===== src/comment_stripper_stream_core_defines.svh =====
// Assertion macros shared by the comment stripper modules.
`ifndef COMMENT_STRIPPER_STREAM_CORE_DEFINES_SVH
`define COMMENT_STRIPPER_STREAM_CORE_DEFINES_SVH
`ifndef SYNTHESIS
`define CSS_ASSERT(label, clk, rst_n, prop, msg) \
    label: assert property (@(posedge clk) disable iff (!rst_n) (prop)) else $error(msg);
`define CSS_NEVER(label, clk, rst_n, prop, msg) \
    label: assert property (@(posedge clk) disable iff (!rst_n) !(prop)) else $error(msg);
`else
`define CSS_ASSERT(label, clk, rst_n, prop, msg)
`define CSS_NEVER(label, clk, rst_n, prop, msg)
`endif
`endif


===== src/cstrip_pkg.sv =====
package cstrip_pkg;

    localparam int CHAR_W = 16;

    localparam logic [CHAR_W-1:0] CH_SLASH  = 16'h002F;
    localparam logic [CHAR_W-1:0] CH_STAR   = 16'h002A;
    localparam logic [CHAR_W-1:0] CH_NL     = 16'h000A;
    localparam logic [CHAR_W-1:0] CH_SPACE  = 16'h0020;
    localparam logic [CHAR_W-1:0] CH_DQUOTE = 16'h0022;
    localparam logic [CHAR_W-1:0] CH_SQUOTE = 16'h0027;
    localparam logic [CHAR_W-1:0] CH_BSLASH = 16'h005C;

    typedef enum logic [3:0] {
        MODE_NORMAL     = 4'd0,
        MODE_SLASH      = 4'd1,
        MODE_STR        = 4'd2,
        MODE_STR_ESC    = 4'd3,
        MODE_CHR        = 4'd4,
        MODE_CHR_ESC    = 4'd5,
        MODE_LINE       = 4'd6,
        MODE_BLOCK      = 4'd7,
        MODE_BLOCK_STAR = 4'd8
    } cstrip_mode_t;

    // one queued input: one or two characters to send
    typedef struct packed {
        logic [CHAR_W-1:0] char_a;
        logic [CHAR_W-1:0] char_b;
        logic              two;
        logic              eot;
    } cstrip_entry_t;

    typedef struct packed {
        logic full;
        logic empty;
    } cstrip_q_status_t;

endpackage


===== src/comment_stripper_stream_core.sv =====
// Strips // line comments and /* */ block comments from a stream of 16-bit characters,
// leaving string and character literals (with backslash escapes) untouched. A line
// comment becomes a space plus its newline, a block comment one space. One character
// is accepted per cycle while the result queue (2**FIFO_AW entries) has room; the
// output port sends one beat per cycle while m_tready is high, so a character that
// yields two beats (held slash, or newline ending a line comment) takes two output
// beats; the queue absorbs these. A beat goes from a queue entry to the output register.
// FIFO_AW ranges from 1 to 5.
module comment_stripper_stream_core #(
    parameter int FIFO_AW = 2
) (
    input  logic        clk,
    input  logic        rst_n,
    input  logic        s_tvalid,
    output logic        s_tready,
    input  logic [15:0] s_tdata,   // [15:0] char_code
    input  logic        s_tlast,   // end_of_text
    output logic        m_tvalid,
    input  logic        m_tready,
    output logic [15:0] m_tdata,   // [15:0] out_char
    output logic        m_tlast,   // run_end
    output logic        m_tuser    // text_end
);
    import cstrip_pkg::*;

    logic             push;
    logic             pop;
    cstrip_entry_t    push_entry;
    cstrip_entry_t    pop_entry;
    cstrip_q_status_t q_status;

    cstrip_front u_front (
        .clk        (clk),
        .rst_n      (rst_n),
        .s_tvalid   (s_tvalid),
        .s_tready   (s_tready),
        .s_tdata    (s_tdata),
        .s_tlast    (s_tlast),
        .q_status   (q_status),
        .push       (push),
        .push_entry (push_entry)
    );

    cstrip_fifo #(
        .AW (FIFO_AW)
    ) u_fifo (
        .clk        (clk),
        .rst_n      (rst_n),
        .push       (push),
        .push_entry (push_entry),
        .pop        (pop),
        .pop_entry  (pop_entry),
        .q_status   (q_status)
    );

    cstrip_back u_back (
        .clk       (clk),
        .rst_n     (rst_n),
        .pop_entry (pop_entry),
        .q_status  (q_status),
        .pop       (pop),
        .m_tvalid  (m_tvalid),
        .m_tready  (m_tready),
        .m_tdata   (m_tdata),
        .m_tlast   (m_tlast),
        .m_tuser   (m_tuser)
    );

endmodule


===== src/cstrip_front.sv =====
`include "comment_stripper_stream_core_defines.svh"

module cstrip_front (
    input  logic                     clk,
    input  logic                     rst_n,
    input  logic                     s_tvalid,
    output logic                     s_tready,
    input  logic [15:0]              s_tdata,   // [15:0] char_code
    input  logic                     s_tlast,   // end_of_text
    input  cstrip_pkg::cstrip_q_status_t q_status,
    output logic                     push,
    output cstrip_pkg::cstrip_entry_t push_entry
);
    import cstrip_pkg::*;

    cstrip_mode_t      mode_reg;
    cstrip_mode_t      mode_next;
    logic [CHAR_W-1:0] c;
    logic              eot;
    logic              emit;
    logic              accept;

    function automatic cstrip_mode_t normal_next(input logic [CHAR_W-1:0] ch,
                                                 input logic e);
        cstrip_mode_t m;
        if (ch == CH_SLASH) begin
            m = e ? MODE_NORMAL : MODE_SLASH;
        end
        else if (ch == CH_DQUOTE) begin
            m = MODE_STR;
        end
        else if (ch == CH_SQUOTE) begin
            m = MODE_CHR;
        end
        else begin
            m = MODE_NORMAL;
        end
        return m;
    endfunction

    assign c        = s_tdata;
    assign eot      = s_tlast;
    assign s_tready = !q_status.full;
    assign accept   = s_tvalid && s_tready;
    assign push     = accept && emit;

    always_comb
    begin
        case (mode_reg)
            MODE_SLASH:
            begin
                if (c == CH_SLASH) begin
                    mode_next = MODE_LINE;
                end
                else if (c == CH_STAR) begin
                    mode_next = MODE_BLOCK;
                end
                else begin
                    mode_next = normal_next(c, eot);
                end
            end
            MODE_STR:
            begin
                if (c == CH_BSLASH) begin
                    mode_next = MODE_STR_ESC;
                end
                else if (c == CH_DQUOTE) begin
                    mode_next = MODE_NORMAL;
                end
                else begin
                    mode_next = MODE_STR;
                end
            end
            MODE_STR_ESC: mode_next = MODE_STR;
            MODE_CHR:
            begin
                if (c == CH_BSLASH) begin
                    mode_next = MODE_CHR_ESC;
                end
                else if (c == CH_SQUOTE) begin
                    mode_next = MODE_NORMAL;
                end
                else begin
                    mode_next = MODE_CHR;
                end
            end
            MODE_CHR_ESC: mode_next = MODE_CHR;
            MODE_LINE: mode_next = (c == CH_NL) ? MODE_NORMAL : MODE_LINE;
            MODE_BLOCK, MODE_BLOCK_STAR:
            begin
                if (mode_reg == MODE_BLOCK_STAR && c == CH_SLASH) begin
                    mode_next = MODE_NORMAL;
                end
                else begin
                    mode_next = (c == CH_STAR) ? MODE_BLOCK_STAR : MODE_BLOCK;
                end
            end
            default: mode_next = normal_next(c, eot);
        endcase
        if (eot) begin
            mode_next = MODE_NORMAL;
        end
    end

    always_comb
    begin
        emit              = 1'b0;
        push_entry.char_a = c;
        push_entry.char_b = c;
        push_entry.two    = 1'b0;
        push_entry.eot    = eot;
        case (mode_reg)
            MODE_SLASH:
            begin
                if (c == CH_SLASH || c == CH_STAR) begin
                    emit              = eot;
                    push_entry.char_a = CH_SPACE;
                end
                else begin
                    emit              = 1'b1;
                    push_entry.char_a = CH_SLASH;
                    push_entry.two    = 1'b1;
                end
            end
            MODE_STR, MODE_STR_ESC, MODE_CHR, MODE_CHR_ESC: emit = 1'b1;
            MODE_LINE:
            begin
                push_entry.char_a = CH_SPACE;
                push_entry.char_b = CH_NL;
                if (c == CH_NL) begin
                    emit           = 1'b1;
                    push_entry.two = 1'b1;
                end
                else begin
                    emit = eot;
                end
            end
            MODE_BLOCK, MODE_BLOCK_STAR:
            begin
                push_entry.char_a = CH_SPACE;
                emit = (mode_reg == MODE_BLOCK_STAR && c == CH_SLASH) || eot;
            end
            default: emit = (c != CH_SLASH) || eot;
        endcase
    end

    always_ff @(posedge clk or negedge rst_n)
    begin
        if (!rst_n) begin
            mode_reg <= MODE_NORMAL;
        end
        else if (accept) begin
            mode_reg <= mode_next;
        end
    end

    `CSS_ASSERT(a_eot_resets_mode, clk, rst_n, accept && eot |=> mode_reg == MODE_NORMAL, "mode not normal after end of text")
    `CSS_NEVER(a_eot_always_emits, clk, rst_n, accept && eot && !emit, "final beat produced no output")

endmodule


===== src/cstrip_fifo.sv =====
`include "comment_stripper_stream_core_defines.svh"

module cstrip_fifo #(
    parameter int AW = 2
) (
    input  logic                       clk,
    input  logic                       rst_n,
    input  logic                       push,
    input  cstrip_pkg::cstrip_entry_t  push_entry,
    input  logic                       pop,
    output cstrip_pkg::cstrip_entry_t  pop_entry,
    output cstrip_pkg::cstrip_q_status_t q_status
);
    import cstrip_pkg::*;

    localparam int DEPTH = 1 << AW;

    cstrip_entry_t entries_reg [DEPTH];
    logic [AW:0]   wr_ptr_reg;
    logic [AW:0]   wr_ptr_next;
    logic [AW:0]   rd_ptr_reg;
    logic [AW:0]   rd_ptr_next;

    assign q_status.empty = (wr_ptr_reg == rd_ptr_reg);
    assign q_status.full  = (wr_ptr_reg[AW] != rd_ptr_reg[AW])
                         && (wr_ptr_reg[AW-1:0] == rd_ptr_reg[AW-1:0]);
    assign pop_entry      = entries_reg[rd_ptr_reg[AW-1:0]];
    assign wr_ptr_next    = wr_ptr_reg + {{AW{1'b0}}, 1'b1};
    assign rd_ptr_next    = rd_ptr_reg + {{AW{1'b0}}, 1'b1};

    always_ff @(posedge clk)
    begin
        if (push) begin
            entries_reg[wr_ptr_reg[AW-1:0]] <= push_entry;
        end
    end

    always_ff @(posedge clk or negedge rst_n)
    begin
        if (!rst_n) begin
            wr_ptr_reg <= '0;
            rd_ptr_reg <= '0;
        end
        else begin
            if (push) begin
                wr_ptr_reg <= wr_ptr_next;
            end
            if (pop) begin
                rd_ptr_reg <= rd_ptr_next;
            end
        end
    end

    `CSS_NEVER(a_no_overflow, clk, rst_n, push && q_status.full, "push into full queue")
    `CSS_NEVER(a_no_underflow, clk, rst_n, pop && q_status.empty, "pop from empty queue")

endmodule


===== src/cstrip_back.sv =====
`include "comment_stripper_stream_core_defines.svh"

module cstrip_back (
    input  logic                         clk,
    input  logic                         rst_n,
    input  cstrip_pkg::cstrip_entry_t    pop_entry,
    input  cstrip_pkg::cstrip_q_status_t q_status,
    output logic                         pop,
    output logic                         m_tvalid,
    input  logic                         m_tready,
    output logic [15:0]                  m_tdata,   // [15:0] out_char
    output logic                         m_tlast,   // run_end
    output logic                         m_tuser    // text_end
);
    import cstrip_pkg::*;

    logic              valid_reg;
    logic              phase_reg;
    logic [CHAR_W-1:0] char_reg;
    logic              last_reg;
    logic              user_reg;
    logic              load;

    assign load = (!valid_reg || m_tready) && !q_status.empty;
    assign pop  = load && (phase_reg || !pop_entry.two);

    assign m_tvalid = valid_reg;
    assign m_tdata  = char_reg;
    assign m_tlast  = last_reg;
    assign m_tuser  = user_reg;

    always_ff @(posedge clk or negedge rst_n)
    begin
        if (!rst_n) begin
            valid_reg <= 1'b0;
            phase_reg <= 1'b0;
        end
        else begin
            if (!valid_reg || m_tready) begin
                valid_reg <= !q_status.empty;
            end
            if (load) begin
                phase_reg <= !phase_reg && pop_entry.two;
            end
        end
    end

    always_ff @(posedge clk)
    begin
        if (load) begin
            char_reg <= phase_reg ? pop_entry.char_b : pop_entry.char_a;
            last_reg <= phase_reg || !pop_entry.two;
            user_reg <= pop_entry.eot && (phase_reg || !pop_entry.two);
        end
    end

    `CSS_ASSERT(a_second_after_first, clk, rst_n, phase_reg |-> valid_reg, "second beat pending without first")
    `CSS_NEVER(a_second_has_entry, clk, rst_n, phase_reg && q_status.empty, "second beat pending with empty queue")

endmodule

===== config.mk =====
export PLATFORM = sky130hd
export DESIGN_NAME = comment_stripper_stream_core
export DESIGN_NICKNAME = d
export VERILOG_FILES = /design/src/cstrip_pkg.sv /design/src/comment_stripper_stream_core.sv /design/src/cstrip_front.sv /design/src/cstrip_fifo.sv /design/src/cstrip_back.sv
export VERILOG_INCLUDE_DIRS = /design/src /design/src/src
export SDC_FILE = /design/constraint.sdc
export NUM_CORES = 1
export LEC_CHECK = 0
export ABC_AREA = 1
export BUFFER_PORTS_ARGS = -buffer_cell sky130_fd_sc_hd__buf_2
export CAP_MARGIN = 20
export CELL_PAD_IN_SITES_DETAIL_PLACEMENT = 0
export CELL_PAD_IN_SITES_GLOBAL_PLACEMENT = 2
export CORE_MARGIN = 2
export CORE_UTILIZATION = 44
export DETAILED_ROUTE_END_ITERATION = 10
export PLACE_DENSITY_LB_ADDON = 0.1
export SYNTH_ARGS = -nofsm -noshare
export SYNTH_HDL_FRONTEND = slang
export SYNTH_SLANG_ARGS = --single-unit

===== constraint.sdc =====
create_clock -name clk -period 9.5 [get_ports clk]
set_clock_uncertainty 0.2 [all_clocks]
set_input_delay 0.475 -clock clk [delete_from_list [all_inputs] [get_ports clk]]
set_output_delay 0.475 -clock clk [all_outputs]
set_load 0.02 [all_outputs]

==> impl_metrics.csv <==
group,metric,value,unit
floorplanning,start_util,44.5,%
clock_tree,cts_tree,"built",
clock_tree,numCtsBuffers,17,
power,finalPower,2.55,mW
finish,final_cell_mix,"nor2_1 (161), edfxtp_1 (154), o21ai_0 (75)",
worst_setup_path,crit_end,"u_fifo.rd_ptr_reg[2]",
worst_setup_path,rr_worst_depth,10,
floorplanning,core_area,15700,sq um
finish,final_util,51.3,%
finish,drive_above_1_share,14.8,%
worst_setup_path,arrival,3370,ps
place,dp.cells,849,
power,ir_worst_vdd,0.000152,V
clock_tree,clock_tree.buffer_depth,2,
detailed_routing,via_per_inst,5.16,
global_route,antenna_found_initial,1,
finish,fill_cells,1391,
worst_setup_path,reg2reg_slack,6230,ps
job,drv_cap,0,
min_path,hold_start,"m_tready",
global_route,grt_pass1_vias,4410,
finish,multi_input_area,1820,sq um
synthesis,syn_nets,638,
status,outcome,"finished, final reports clean",
detailed_routing,drtIter0Drc,328,
floorplanning,rows,46,
timing,max_freq,305,MHz
synthesis,syn_avg_cell_area,11.4,sq um
finish,regArea,4930,sq um
detailed_routing,routed_wirelength,15000,microns
clock_tree,h-tree-depth,4,
worst_setup_path,start_kind,"flop",
clock_tree,path_clk_slew,60,ps
global_route,track_usage,19.2,%
synthesis,synthCells,612,
synthesis,synth_seq_cells,166,
worst_setup_path,r2r_start,"u_fifo.rd_ptr_reg[0]",
timing,slew_viol_final,0,
synthesis,ys_warn_count,0,
floorplanning,ios,41,
detailed_routing,drc,0,
synthesis,async_reset_ff_share,7.23,%
clock_tree,cts.sinks,166,
floorplanning,dieArea,16900,sq um
min_path,whs_path_depth,4,
detailed_routing,routedWlPerCell,17.0,microns
place,place_congestion,0.876,
power,leakagePower,3.01,nW
finish,area_delta_synth_final,15.3,%
synthesis,seq_area_frac_synth,70.4,%
place,place_worst_setup_slack,6180,ps
detailed_routing,dr.pass1.iters,5,
synthesis,synth_edf_count,154,
worst_setup_path,crit_path_end_kind,"flop",
worst_setup_path,worstReg2RegEnd,"u_fifo.rd_ptr_reg[2]",
finish,final_common_cell,"nor2_1",
global_route,grt_max_degree,54,
clock_tree,clockRootBuffer,"clkbuf_16",
timing,slew_headroom,34.2,%
power,powerDensity,316,nW/um^2
detailed_routing,ant_nets,0,
timing,tightest_slew,986,ps
timing,finalSetupTns,0,ps
floorplanning,die_h,130,microns
finish,fin_nets,680,
timing,setup_violations,0,
synthesis,yosysUniqueCellTypes,31,
timing,worst_slack,6230,ps
worst_setup_path,path_max_fanout,53,
timing,hold_violations,0,
detailed_routing,vias,4559,
timing,fin_crit_sh,34.5,%
worst_setup_path,timing_worst_setup_path_type,"flop to flop",
synthesis,syn_area,6990,sq um
place,dp_hpwl,9090,microns
finish,largest_register_ffs,136,
worst_setup_path,critPathLaunch,"u_fifo.rd_ptr_reg[0]",
finish,final_cell_count_no_fill,884,
worst_setup_path,cp.required,9600,ps
synthesis,ys.flop_type,"edfxtp_1",
global_route,grt_pass1_wl,23600,microns
timing,finalCriticalPeriod,3270,ps
timing,rsz0062_at_grt,"no",
place,io_buffers,40,
floorplanning,fp.dieW,130,microns
global_route,grt.overflow.total,0,
min_path,hold_class,"input port to flop",
clock_tree,clock_latency,420,ps
per-layer routing:
metal | vias to the layer above | wire length [microns] | global-route usage, %
li1 | 2212 | - | -
met2 | 105 | 7450 | 32.0
met4 | 0 | 175 | 5.88
met1 | 2229 | 6640 | 25.1
met3 | 13 | 764 | 4.47
met5 | - | 0 | 0
stage by stage:
stage	hold WS [ps]	cell area [sq um]
after floorplan	-20.6	6990
after global placement	177	7430
after detailed placement	176	7450
after CTS	98.4	8030
after global routing	109	8060
final	108	8060
cell families (layout without fill, tap and decap cells):
group	Yosys count	count (layout)	share of synthesized area [%]
flops	166	166	70.4
simple gates	254	254	15.1
xor+xnor	6	6	0.752
other cells	0	1	0
buf+inv	69	124	3.95
compound gates	112	112	8.84
fa+ha+maj	5	5	0.895
power breakdown:
group | internal, mW | leakage [nW] | switching, mW
logic | 0.237 | 1.17 | 0.560
clock network | 0.384 | 0.262 | 0.264
registers | 1.04 | 1.57 | 0.0592
total | 1.67 | 3.01 | 0.883
synthesized netlist by cell type (all sizes together), types with 2 or more instances:
| cell | count | area share, % |
|---|---|---|
| nand3 | 17 | 1.4 |
| nand4 | 3 | 0.27 |
| o21ai | 77 | 5.7 |
| ha | 5 | 0.89 |
| clkbuf | 14 | 0.75 |
| inv | 41 | 2.2 |
| edfxtp | 154 | 66 |
| a31oi | 16 | 1.4 |
| nor3 | 4 | 0.45 |
| xnor2 | 4 | 0.50 |
| xor2 | 2 | 0.25 |
| dfrtp | 12 | 4.3 |
| nand3b | 2 | 0.21 |
| nand2 | 55 | 3.1 |
| nor2 | 171 | 9.6 |
| o22ai | 18 | 1.6 |
| buf | 13 | 0.95 |
worst min path at each step:
stage / end / slack, ps
global route: u_back.m_tvalid / 110
finish: u_back.m_tvalid / 110
floorplan: u_back.m_tvalid / -20
CTS: u_back.m_tvalid / 100
detailed placement: u_back.m_tvalid / 180
global placement: u_back.phase_reg / 180
cell type report:
type,instances,area share (%)
multi-input cells,377,22.6
clock buffers,19,5.37
flip-flops and latches,166,61.1
inverters,42,1.96
diodes,1,0.0310
well taps,216,3.35
repair buffers,50,3.94
clock inverters,13,1.66
worst max-delay path, stage by stage, from the launching register on:
cell and delay (ps):
dfrtp_2 570, buf_4 550, inv_1 520, buf_4 430, o21ai_0 200, o22ai_1 90, nand2_1 110, nand2_1 90
inv_1 150, nand2_1 70, xnor2_1 130
what timing repair did:
item,in CTS,in global routing
endpoints found under the hold margin,12,0
resized for setup,0,0
hold buffers,1,0
setup buffers,0,0
Power figures use the tool's default switching activity.
